[config.mk]
export PLATFORM = sky130hd
export DESIGN_NAME = russian_syllable_splitter
export DESIGN_NICKNAME = d
export VERILOG_FILES = /design/src/rtl/core/rss_pkg.sv /design/src/rtl/core/rss_ram.sv /design/src/rtl/core/russian_syllable_splitter.sv
export SDC_FILE = /design/constraint.sdc
export NUM_CORES = 1
export LEC_CHECK = 0
export BUFFER_PORTS_ARGS = -buffer_cell sky130_fd_sc_hd__buf_2
export CAP_MARGIN = 15
export CORE_ASPECT_RATIO = 0.5
export CORE_MARGIN = 2
export CORE_UTILIZATION = 53
export CTS_CLUSTER_SIZE = 12
export DETAILED_ROUTE_END_ITERATION = 10
export PLACE_DENSITY = 0.7
export SETUP_SLACK_MARGIN = 0.15
export SKIP_CTS_REPAIR_TIMING = 1
export SYNTH_ARGS = -nofsm -noshare
export SYNTH_HDL_FRONTEND = slang
export SYNTH_HIERARCHICAL = 1
export SYNTH_SLANG_ARGS = --single-unit
[constraint.sdc]
create_clock -name aclk -period 4.5 [get_ports aclk]
set_input_delay 0.9 -clock aclk [delete_from_list [all_inputs] [get_ports aclk]]
set_output_delay 0.9 -clock aclk [all_outputs]
set_load 0.02 [all_outputs]
[src/rtl/core/rss_pkg.sv]
`timescale 1ns / 1ps

package rss_pkg;

    localparam int DEF_MAX_LEN = 16;
    localparam int MAX_RESULTS = 32;
    localparam int CHAR_W      = 16;

    typedef enum logic [1:0] {
        CLS_UNKNOWN = 2'd0,
        CLS_CONS    = 2'd1,
        CLS_VOWEL   = 2'd2,
        CLS_SIGN    = 2'd3
    } cls_t;

    localparam logic [CHAR_W-1:0] CODE_OPEN  = 16'h005B;
    localparam logic [CHAR_W-1:0] CODE_CLOSE = 16'h005D;
    localparam logic [CHAR_W-1:0] CYR_LOW_FIRST = 16'h0430;
    localparam logic [CHAR_W-1:0] CYR_LOW_LAST  = 16'h044F;

    // Classes of the lowercase Cyrillic block, one entry per code from 0x430 upward.
    localparam cls_t LETTER_CLASS [32] = '{
        CLS_VOWEL, CLS_CONS,  CLS_CONS,  CLS_CONS,  CLS_CONS,  CLS_VOWEL, CLS_CONS,  CLS_CONS,
        CLS_VOWEL, CLS_VOWEL, CLS_CONS,  CLS_CONS,  CLS_CONS,  CLS_CONS,  CLS_VOWEL, CLS_CONS,
        CLS_CONS,  CLS_CONS,  CLS_CONS,  CLS_VOWEL, CLS_CONS,  CLS_CONS,  CLS_CONS,  CLS_CONS,
        CLS_CONS,  CLS_CONS,  CLS_SIGN,  CLS_VOWEL, CLS_SIGN,  CLS_VOWEL, CLS_VOWEL, CLS_VOWEL
    };

    function automatic logic [CHAR_W-1:0] to_lower(input logic [CHAR_W-1:0] c);
        logic [CHAR_W-1:0] r;
        r = c;
        if (c >= 16'h0041 && c <= 16'h005A) begin
            r = c + 16'h0020;
        end else if (c >= 16'h0410 && c <= 16'h042F) begin
            r = c + 16'h0020;
        end else if (c >= 16'h0400 && c <= 16'h040F) begin
            r = c + 16'h0050;
        end
        return r;
    endfunction

    function automatic cls_t class_of(input logic [CHAR_W-1:0] c);
        logic [CHAR_W-1:0] off;
        cls_t r;
        off = c - CYR_LOW_FIRST;
        r = CLS_UNKNOWN;
        if (c >= CYR_LOW_FIRST && c <= CYR_LOW_LAST) begin
            r = LETTER_CLASS[off[4:0]];
        end
        return r;
    endfunction

endpackage

[src/rtl/core/rss_ram.sv]
`timescale 1ns / 1ps

module rss_ram import rss_pkg::*; #(
    parameter int WIDTH = CHAR_W,
    parameter int DEPTH = DEF_MAX_LEN,
    localparam int AW = $clog2(DEPTH)
) (
    input  logic             clk,
    input  logic             wr_en,
    input  logic [AW-1:0]    wr_addr,
    input  logic [WIDTH-1:0] wr_data,
    input  logic             rd_en,
    input  logic [AW-1:0]    rd_addr,
    output logic [WIDTH-1:0] rd_data
);

    logic [WIDTH-1:0] mem [DEPTH];
    logic [WIDTH-1:0] rd_data_reg;

    always_ff @(posedge clk) begin
        if (wr_en) begin
            mem[wr_addr] <= wr_data;
        end
        if (rd_en) begin
            rd_data_reg <= mem[rd_addr];
        end
    end

    assign rd_data = rd_data_reg;

endmodule

[src/rtl/core/russian_syllable_splitter.sv]
`timescale 1ns / 1ps

// Channel  Ports                                                        Word
// input    s_valid s_ready s_char_code s_word_end                       one character
// result   m_valid m_ready m_out_code m_out_last m_unsplit m_overflow   one output character
//
// Characters load one per cycle into the word RAM; nothing comes out until the last one.
// After the last character, S_FETCH reads the first entry, then one result leaves per
// cycle while m_ready is high: the single RAM read port is read one character ahead.
// Input is not taken while a word drains; the result register holds under a stall.
// aresetn is synchronous and active low; it clears the FSM, counts, cut bits and m_valid.

module russian_syllable_splitter import rss_pkg::*; #(
    parameter int MAX_LEN = DEF_MAX_LEN
) (
    input  logic              aclk,
    input  logic              aresetn,
    input  logic              s_valid,
    output logic              s_ready,
    input  logic [CHAR_W-1:0] s_char_code,
    input  logic              s_word_end,
    output logic              m_valid,
    input  logic              m_ready,
    output logic [CHAR_W-1:0] m_out_code,
    output logic              m_out_last,
    output logic              m_unsplit,
    output logic              m_overflow
);

    localparam int IW = $clog2(MAX_LEN);
    localparam int LW = $clog2(MAX_LEN + 1);
    localparam int CW = $clog2(MAX_RESULTS);

    typedef enum logic [2:0] {
        S_LOAD,
        S_FETCH,
        S_CLOSE_MID,
        S_OPEN,
        S_CHAR,
        S_CLOSE_END
    } state_t;

    state_t             state_reg, state_next;
    logic [LW-1:0]      len_reg, len_next;
    cls_t               prev_cls_reg, prev_cls_next;
    logic               invalid_reg, invalid_next;
    logic               trunc_reg, trunc_next;
    logic               first_done_reg, first_done_next;
    logic               word0_vowel_reg, word0_vowel_next;
    logic [IW-1:0]      cons_pos_reg, cons_pos_next;
    logic [MAX_LEN-1:0] cut_reg, cut_next;
    logic [IW-1:0]      k_reg, k_next;
    logic [CW-1:0]      cnt_reg, cnt_next;
    logic               m_valid_reg, m_valid_next;
    logic [CHAR_W-1:0]  out_code_reg, out_code_next;
    logic               out_last_reg, out_last_next;
    logic               unsplit_reg, unsplit_next;
    logic               overflow_reg, overflow_next;

    logic              in_fire;
    logic [CHAR_W-1:0] lc;
    cls_t              lcls;
    logic              has_room;
    logic              out_free;
    logic              k_is_last;
    logic [IW-1:0]     k_inc;
    logic              split;
    logic              emit_valid;
    logic              emit_last;
    logic [CHAR_W-1:0] emit_code;
    logic              ram_rd_en;
    logic [IW-1:0]     ram_rd_addr;
    logic [CHAR_W-1:0] rd_data;

    assign s_ready   = (state_reg == S_LOAD);
    assign in_fire   = s_valid && s_ready;
    assign lc        = to_lower(s_char_code);
    assign lcls      = class_of(lc);
    assign has_room  = (len_reg < LW'(MAX_LEN));
    assign out_free  = !m_valid_reg || m_ready;
    assign k_is_last = ((LW'(k_reg) + LW'(1)) == len_reg);
    assign k_inc     = k_reg + IW'(1);
    assign split     = !invalid_reg;

    always_comb begin
        emit_valid = 1'b0;
        emit_code  = CODE_CLOSE;
        unique case (state_reg)
            S_CLOSE_MID, S_CLOSE_END: begin
                emit_valid = out_free;
                emit_code  = CODE_CLOSE;
            end
            S_OPEN: begin
                emit_valid = out_free;
                emit_code  = CODE_OPEN;
            end
            S_CHAR: begin
                emit_valid = out_free;
                emit_code  = rd_data;
            end
            default: begin
                emit_valid = 1'b0;
            end
        endcase
        // The result count is capped; the capped result closes the word.
        emit_last = (state_reg == S_CLOSE_END)
                 || (state_reg == S_CHAR && !split && k_is_last)
                 || (cnt_reg == CW'(MAX_RESULTS - 1));
    end

    assign ram_rd_en   = (state_reg == S_FETCH)
                      || (state_reg == S_CHAR && emit_valid && !emit_last && !k_is_last);
    assign ram_rd_addr = (state_reg == S_FETCH) ? k_reg : k_inc;

    always_comb begin
        state_next       = state_reg;
        len_next         = len_reg;
        prev_cls_next    = prev_cls_reg;
        invalid_next     = invalid_reg;
        trunc_next       = trunc_reg;
        first_done_next  = first_done_reg;
        word0_vowel_next = word0_vowel_reg;
        cons_pos_next    = cons_pos_reg;
        cut_next         = cut_reg;
        k_next           = k_reg;
        cnt_next         = cnt_reg;

        m_valid_next  = m_valid_reg && !m_ready;
        out_code_next = out_code_reg;
        out_last_next = out_last_reg;
        unsplit_next  = unsplit_reg;
        overflow_next = overflow_reg;

        if (emit_valid) begin
            m_valid_next  = 1'b1;
            out_code_next = emit_code;
            out_last_next = emit_last;
            unsplit_next  = invalid_reg;
            overflow_next = trunc_reg;
            cnt_next      = cnt_reg + CW'(1);
        end

        unique case (state_reg)
            S_LOAD: begin
                if (in_fire) begin
                    if (has_room) begin
                        len_next      = len_reg + LW'(1);
                        prev_cls_next = lcls;
                        if (lcls == CLS_UNKNOWN
                                || (lcls == CLS_SIGN && prev_cls_reg != CLS_CONS)) begin
                            invalid_next = 1'b1;
                        end
                        if (lcls == CLS_CONS) begin
                            cons_pos_next = len_reg[IW-1:0];
                        end
                        if (len_reg == '0) begin
                            word0_vowel_next = (lcls == CLS_VOWEL);
                        end
                        // A vowel after a consonant (or consonant plus sign) marks a
                        // syllable start at that consonant. The first such place only
                        // counts when the word opens with a vowel.
                        if (lcls == CLS_VOWEL
                                && (prev_cls_reg == CLS_CONS || prev_cls_reg == CLS_SIGN)) begin
                            first_done_next = 1'b1;
                            if (first_done_reg || word0_vowel_reg) begin
                                cut_next[cons_pos_reg] = 1'b1;
                            end
                        end
                    end else begin
                        trunc_next = 1'b1;
                    end
                    if (s_word_end) begin
                        state_next = S_FETCH;
                        k_next     = '0;
                        cnt_next   = '0;
                    end
                end
            end
            S_FETCH: begin
                state_next = split ? S_OPEN : S_CHAR;
            end
            S_OPEN: begin
                if (emit_valid) begin
                    state_next = emit_last ? S_LOAD : S_CHAR;
                end
            end
            S_CLOSE_MID: begin
                if (emit_valid) begin
                    state_next = emit_last ? S_LOAD : S_OPEN;
                end
            end
            S_CHAR: begin
                if (emit_valid) begin
                    if (emit_last) begin
                        state_next = S_LOAD;
                    end else if (k_is_last) begin
                        state_next = S_CLOSE_END;
                    end else begin
                        k_next     = k_inc;
                        state_next = (split && cut_reg[k_inc]) ? S_CLOSE_MID : S_CHAR;
                    end
                end
            end
            S_CLOSE_END: begin
                if (emit_valid) begin
                    state_next = S_LOAD;
                end
            end
            default: begin
                state_next = S_LOAD;
            end
        endcase

        // Leaving the drain returns the word state to empty.
        if (state_reg != S_LOAD && state_next == S_LOAD) begin
            len_next        = '0;
            prev_cls_next   = CLS_UNKNOWN;
            invalid_next    = 1'b0;
            trunc_next      = 1'b0;
            first_done_next = 1'b0;
            cut_next        = '0;
        end
    end

    always_ff @(posedge aclk) begin
        if (!aresetn) begin
            state_reg      <= S_LOAD;
            len_reg        <= '0;
            prev_cls_reg   <= CLS_UNKNOWN;
            invalid_reg    <= 1'b0;
            trunc_reg      <= 1'b0;
            first_done_reg <= 1'b0;
            cut_reg        <= '0;
            cnt_reg        <= '0;
            m_valid_reg    <= 1'b0;
        end else begin
            state_reg      <= state_next;
            len_reg        <= len_next;
            prev_cls_reg   <= prev_cls_next;
            invalid_reg    <= invalid_next;
            trunc_reg      <= trunc_next;
            first_done_reg <= first_done_next;
            cut_reg        <= cut_next;
            cnt_reg        <= cnt_next;
            m_valid_reg    <= m_valid_next;
        end
        word0_vowel_reg <= word0_vowel_next;
        cons_pos_reg    <= cons_pos_next;
        k_reg           <= k_next;
        out_code_reg    <= out_code_next;
        out_last_reg    <= out_last_next;
        unsplit_reg     <= unsplit_next;
        overflow_reg    <= overflow_next;
    end

    rss_ram #(
        .WIDTH(CHAR_W),
        .DEPTH(MAX_LEN)
    ) u_word_ram (
        .clk    (aclk),
        .wr_en  (in_fire && has_room),
        .wr_addr(len_reg[IW-1:0]),
        .wr_data(lc),
        .rd_en  (ram_rd_en),
        .rd_addr(ram_rd_addr),
        .rd_data(rd_data)
    );

    assign m_valid    = m_valid_reg;
    assign m_out_code = out_code_reg;
    assign m_out_last = out_last_reg;
    assign m_unsplit  = unsplit_reg;
    assign m_overflow = overflow_reg;

`ifndef SYNTHESIS
    a_no_cut_at_start: assert property (@(posedge aclk) disable iff (!aresetn)
        !invalid_reg |-> !cut_reg[0])
        else $error("syllable cut marked at the first character");

    a_trunc_only_full: assert property (@(posedge aclk) disable iff (!aresetn)
        trunc_reg |-> (len_reg == LW'(MAX_LEN)))
        else $error("overflow flagged with room left in the word RAM");

    a_clear_after_last: assert property (@(posedge aclk) disable iff (!aresetn)
        (emit_valid && emit_last) |=> (len_reg == '0 && !trunc_reg && !invalid_reg
                                       && state_reg == S_LOAD))
        else $error("word state not cleared after the final result");

    a_char_held_in_stall: assert property (@(posedge aclk) disable iff (!aresetn)
        (state_reg == S_CHAR && $past(state_reg == S_CHAR && !emit_valid))
            |-> $stable(rd_data))
        else $error("RAM read data changed while a character waited");
`endif

endmodule
==> impl_metrics.yaml <==
outcome:
  status: "finished clean"
yosys:
  netlist_instances: 806
  ys_ff_latch: 335
  synth_ff_type: "edfxtp_1"
  synth_warnings: 6
  yosysUniqueCellTypes: 73
  ys_seq_area_share_pct: 70.47
  postSynthAreaPerCell_sq_um: 17.09
  synthesis.nets: 840
  synth_edf_count: 300
  async_flop_share_pct: 0
  syn_area_sq_mm: 0.01378
timing:
  hold_slack_ns: 0.4438
  worst_pin_slew_ns: 1.017
  drv_slew: 0
  min_period_ns: 3.527
  max_freq_ghz: 0.2836
  rsz0062_at_grt: "no"
  setup_slack_ns: 0.9733
  finalHoldViolations: 0
  fin_skew_ns: 0.02019
  finalSetupTns_ns: 0
  setup_violations: 0
  slew_headroom_pct: 31.82
  post-route-period-util_pct: 78.37
routing:
  wl_met2_microns: 13530
  wirelength_met1_microns: 13940
  via_count: 7785
  drt-vias-per-instance: 6.324
  wl_per_cell_microns: 25.31
  firstDrtPassIters: 6
  drt-total-wl_microns: 31150
  drc_errors: 0
  top_layer: "met4"
  drt.antenna.violating_nets: 0
  met3_length_microns: 3047
  drtIter0Drc: 766
die:
  rows: 41
  die_y_microns: 118.0
  dieArea_sq_mm: 0.02738
  die_x_microns: 232.0
  io_pins: 42
  initial_core_util_pct: 54.26
  core-area_sq_mm: 0.02539
power:
  p_per_area_mw_per_mm2: 451.9
  power_leakage_uw: 0.005241
  max-vdd-ir-drop_uv: 212.5
cts:
  clockBufferDepth: 3
  clkLatencyLatePin_ns: 0.53
  cts.clk_slew.worst_paths_ns: 0.06
  cts_sinks: 335
  root_buffer: "clkbuf_16"
  cts_made_buffers: 34
  h-tree-depth: 2
  cts_tree: "done"
setup_path:
  crit_path_top_delay_cell: "nor4_1"
  cpPeakStageDelay_ns: 0.57
  cp_cell_sequence: "buf_2 -> nor4_1 -> nand3_1 -> a211oi_2 -> xnor2_2 -> inv_2 -> mux2_1 -> a221o_1 -> nor2_1"
  cp_max_fo: 18
  worst_setup_path_end_kind: "flip-flop"
  critPathRequiredTime_ns: 4.69
  arrival_ns: 3.72
  cp-start-kind: "input port"
  criticalPathCategory: "input port to flip-flop"
global_route:
  grt_pass1_wl_microns: 46990
  grt_usage_pct: 23.67
  first_global_vias: 7632
  grt_overflow_total: 0
  grt_max_degree: 65
  antenna_found_initial: 0
finish:
  n_fill_cell: 1785
  drive_above_1_share_pct: 23.90
  layout.nets: 909
  largest_register_ffs: 256
  finalInstanceArea_sq_mm: 0.01556
  antennaDiodeCount: 0
  largest_register: "u_word_ram/mem"
  synthToLayoutAreaGrowth_pct: 12.96
placement:
  dp_hpwl_microns: 18760
  gp_congestion: 0.8478
  pre_cts_slack_ns: 0.4611
  place_area_sq_mm: 0.01459
  io_buffers: 41
worst_hold_path:
  hold_class: "flip-flop to flip-flop"
job:
  drv_cap: 0
==> layout by cell type (no fill, tap or decap), drive strengths merged, types with 3 or more instances in the layout <==
cell type    n
ha          13
mux4        69
xor2         8
nor3        16
clkinv       4
nor4         4
nand2       54
nor3b        3
xnor2        7
a22o         3
dfxtp       35
o21a         6
mux2         4
nand2b      11
o211ai       3
nand3b       5
and3        14
o21ai        9
nand3        6
a22oi       35
edfxtp     300
inv         17
buf         77
and2         6
nor2b        9
a41oi        3
clkbuf      42
a21oi       18
a31oi        7
a21boi       3
nor2        58
nand4        5
a211o        3
==> cell usage after synthesis (2+ instances only) <==
cell type,number,area share (%)
and3_1,14,0.64
dfxtp_1,35,5.1
ha_1,13,1.2
o211ai_1,2,0.11
a21boi_0,3,0.16
nor3_1,16,0.58
nand4_1,5,0.23
nor2_1,56,1.5
mux4_2,59,9.6
o2111ai_1,2,0.13
nor3b_1,3,0.16
buf_4,4,0.22
nand3b_1,5,0.27
a21oi_1,17,0.62
edfxtp_1,300,65
nor2b_1,9,0.41
nand2_1,54,1.5
buf_2,5,0.18
a22oi_1,35,1.9
buf_6,5,0.41
a21o_1,2,0.11
a41oi_1,2,0.13
a211o_1,3,0.19
a31oi_1,7,0.32
nor4_1,4,0.18
nor2_2,2,0.091
clkbuf_1,25,0.68
mux4_1,10,1.9
and2_1,6,0.27
o21a_1,6,0.33
mux2_2,3,0.25
buf_1,5,0.14
xor2_1,8,0.51
nand3_1,5,0.18
xnor2_1,6,0.38
o21ai_0,8,0.29
a22o_1,3,0.19
nand2b_1,11,0.50
inv_1,14,0.38
==> routing by layer <==
metal | GRT usage [%] | up-vias
met3 | 4.748 | 52
met4 | 6.490 | 0
met2 | 34.14 | 400
li1 | - | 3337
met1 | 36.84 | 3996
met5 | 0 | -
==> path summary, 6_finish.rpt <==
| check | startpoint | end | slack [ns] | depth (start not counted) |
|---|---|---|---|---|
| hold / removal | trunc_reg | m_overflow | 0.44 | 0 |
| hold reg to reg | trunc_reg | m_overflow | 0.44 | 0 |
| setup / recovery | s_char_code[13] | cons_pos_reg[3] | 0.97 | 9 |
| setup reg to reg | k_reg[0] | state_reg[2] | 1.34 | 6 |
==> area by class of cell <==
class                   instances  area (sq um)  area share (%)
multi-input cells             411          3852           24.75
clock buffers                  42         902.1           5.796
flip-flops and latches        335          9709           62.38
clock inverters                 6         71.32          0.4582
inverters                      16         60.06          0.3859
repair buffers                 77         538.0           3.457
well taps                     344         430.4           2.765
==> logic make-up (layout without fill, tap and decap cells) <==
| group | after synthesis | count (layout) | share of synthesized area [%] |
|---|---|---|---|
| AND/OR/NAND/NOR | 199 | 199 | 7.120 |
| AO/OA/AOI/OAI | 110 | 110 | 6.212 |
| adder cells (fa/ha/maj) | 13 | 13 | 1.181 |
| buffers and inverters | 60 | 141 | 2.061 |
| XOR/XNOR | 15 | 15 | 1.008 |
| multiplexers | 74 | 74 | 11.95 |
| flip-flops | 335 | 335 | 70.47 |
==> power breakdown <==
group | switching (uW) | total, uW | internal [uW] | leakage [uW]
logic | 532 | 913 | 381 | 0.00178
clock network | 1100 | 2570 | 1470 | 0.000475
registers | 48.8 | 3550 | 3500 | 0.00299
==> worst max-delay path: cells and delay by family <==
kind / cells / cell delay, ns
AO/OA/AOI/OAI: 2 / 0.76
AND/OR/NAND/NOR: 3 / 1.11
multiplexers: 1 / 0.36
buffers and inverters: 2 / 0.43
XOR/XNOR: 1 / 0.14
==> metrics by stage <==
step	cells	total power [uW]	util (%)
floorplan	806	4236	-
global placement	1183	4515	57.46
detailed placement	1183	4532	57.46
CTS	1231	7081	61.29
global route	1231	7277	61.29
finish	1231	7034	61.29
(Power assumes the default switching activity.)
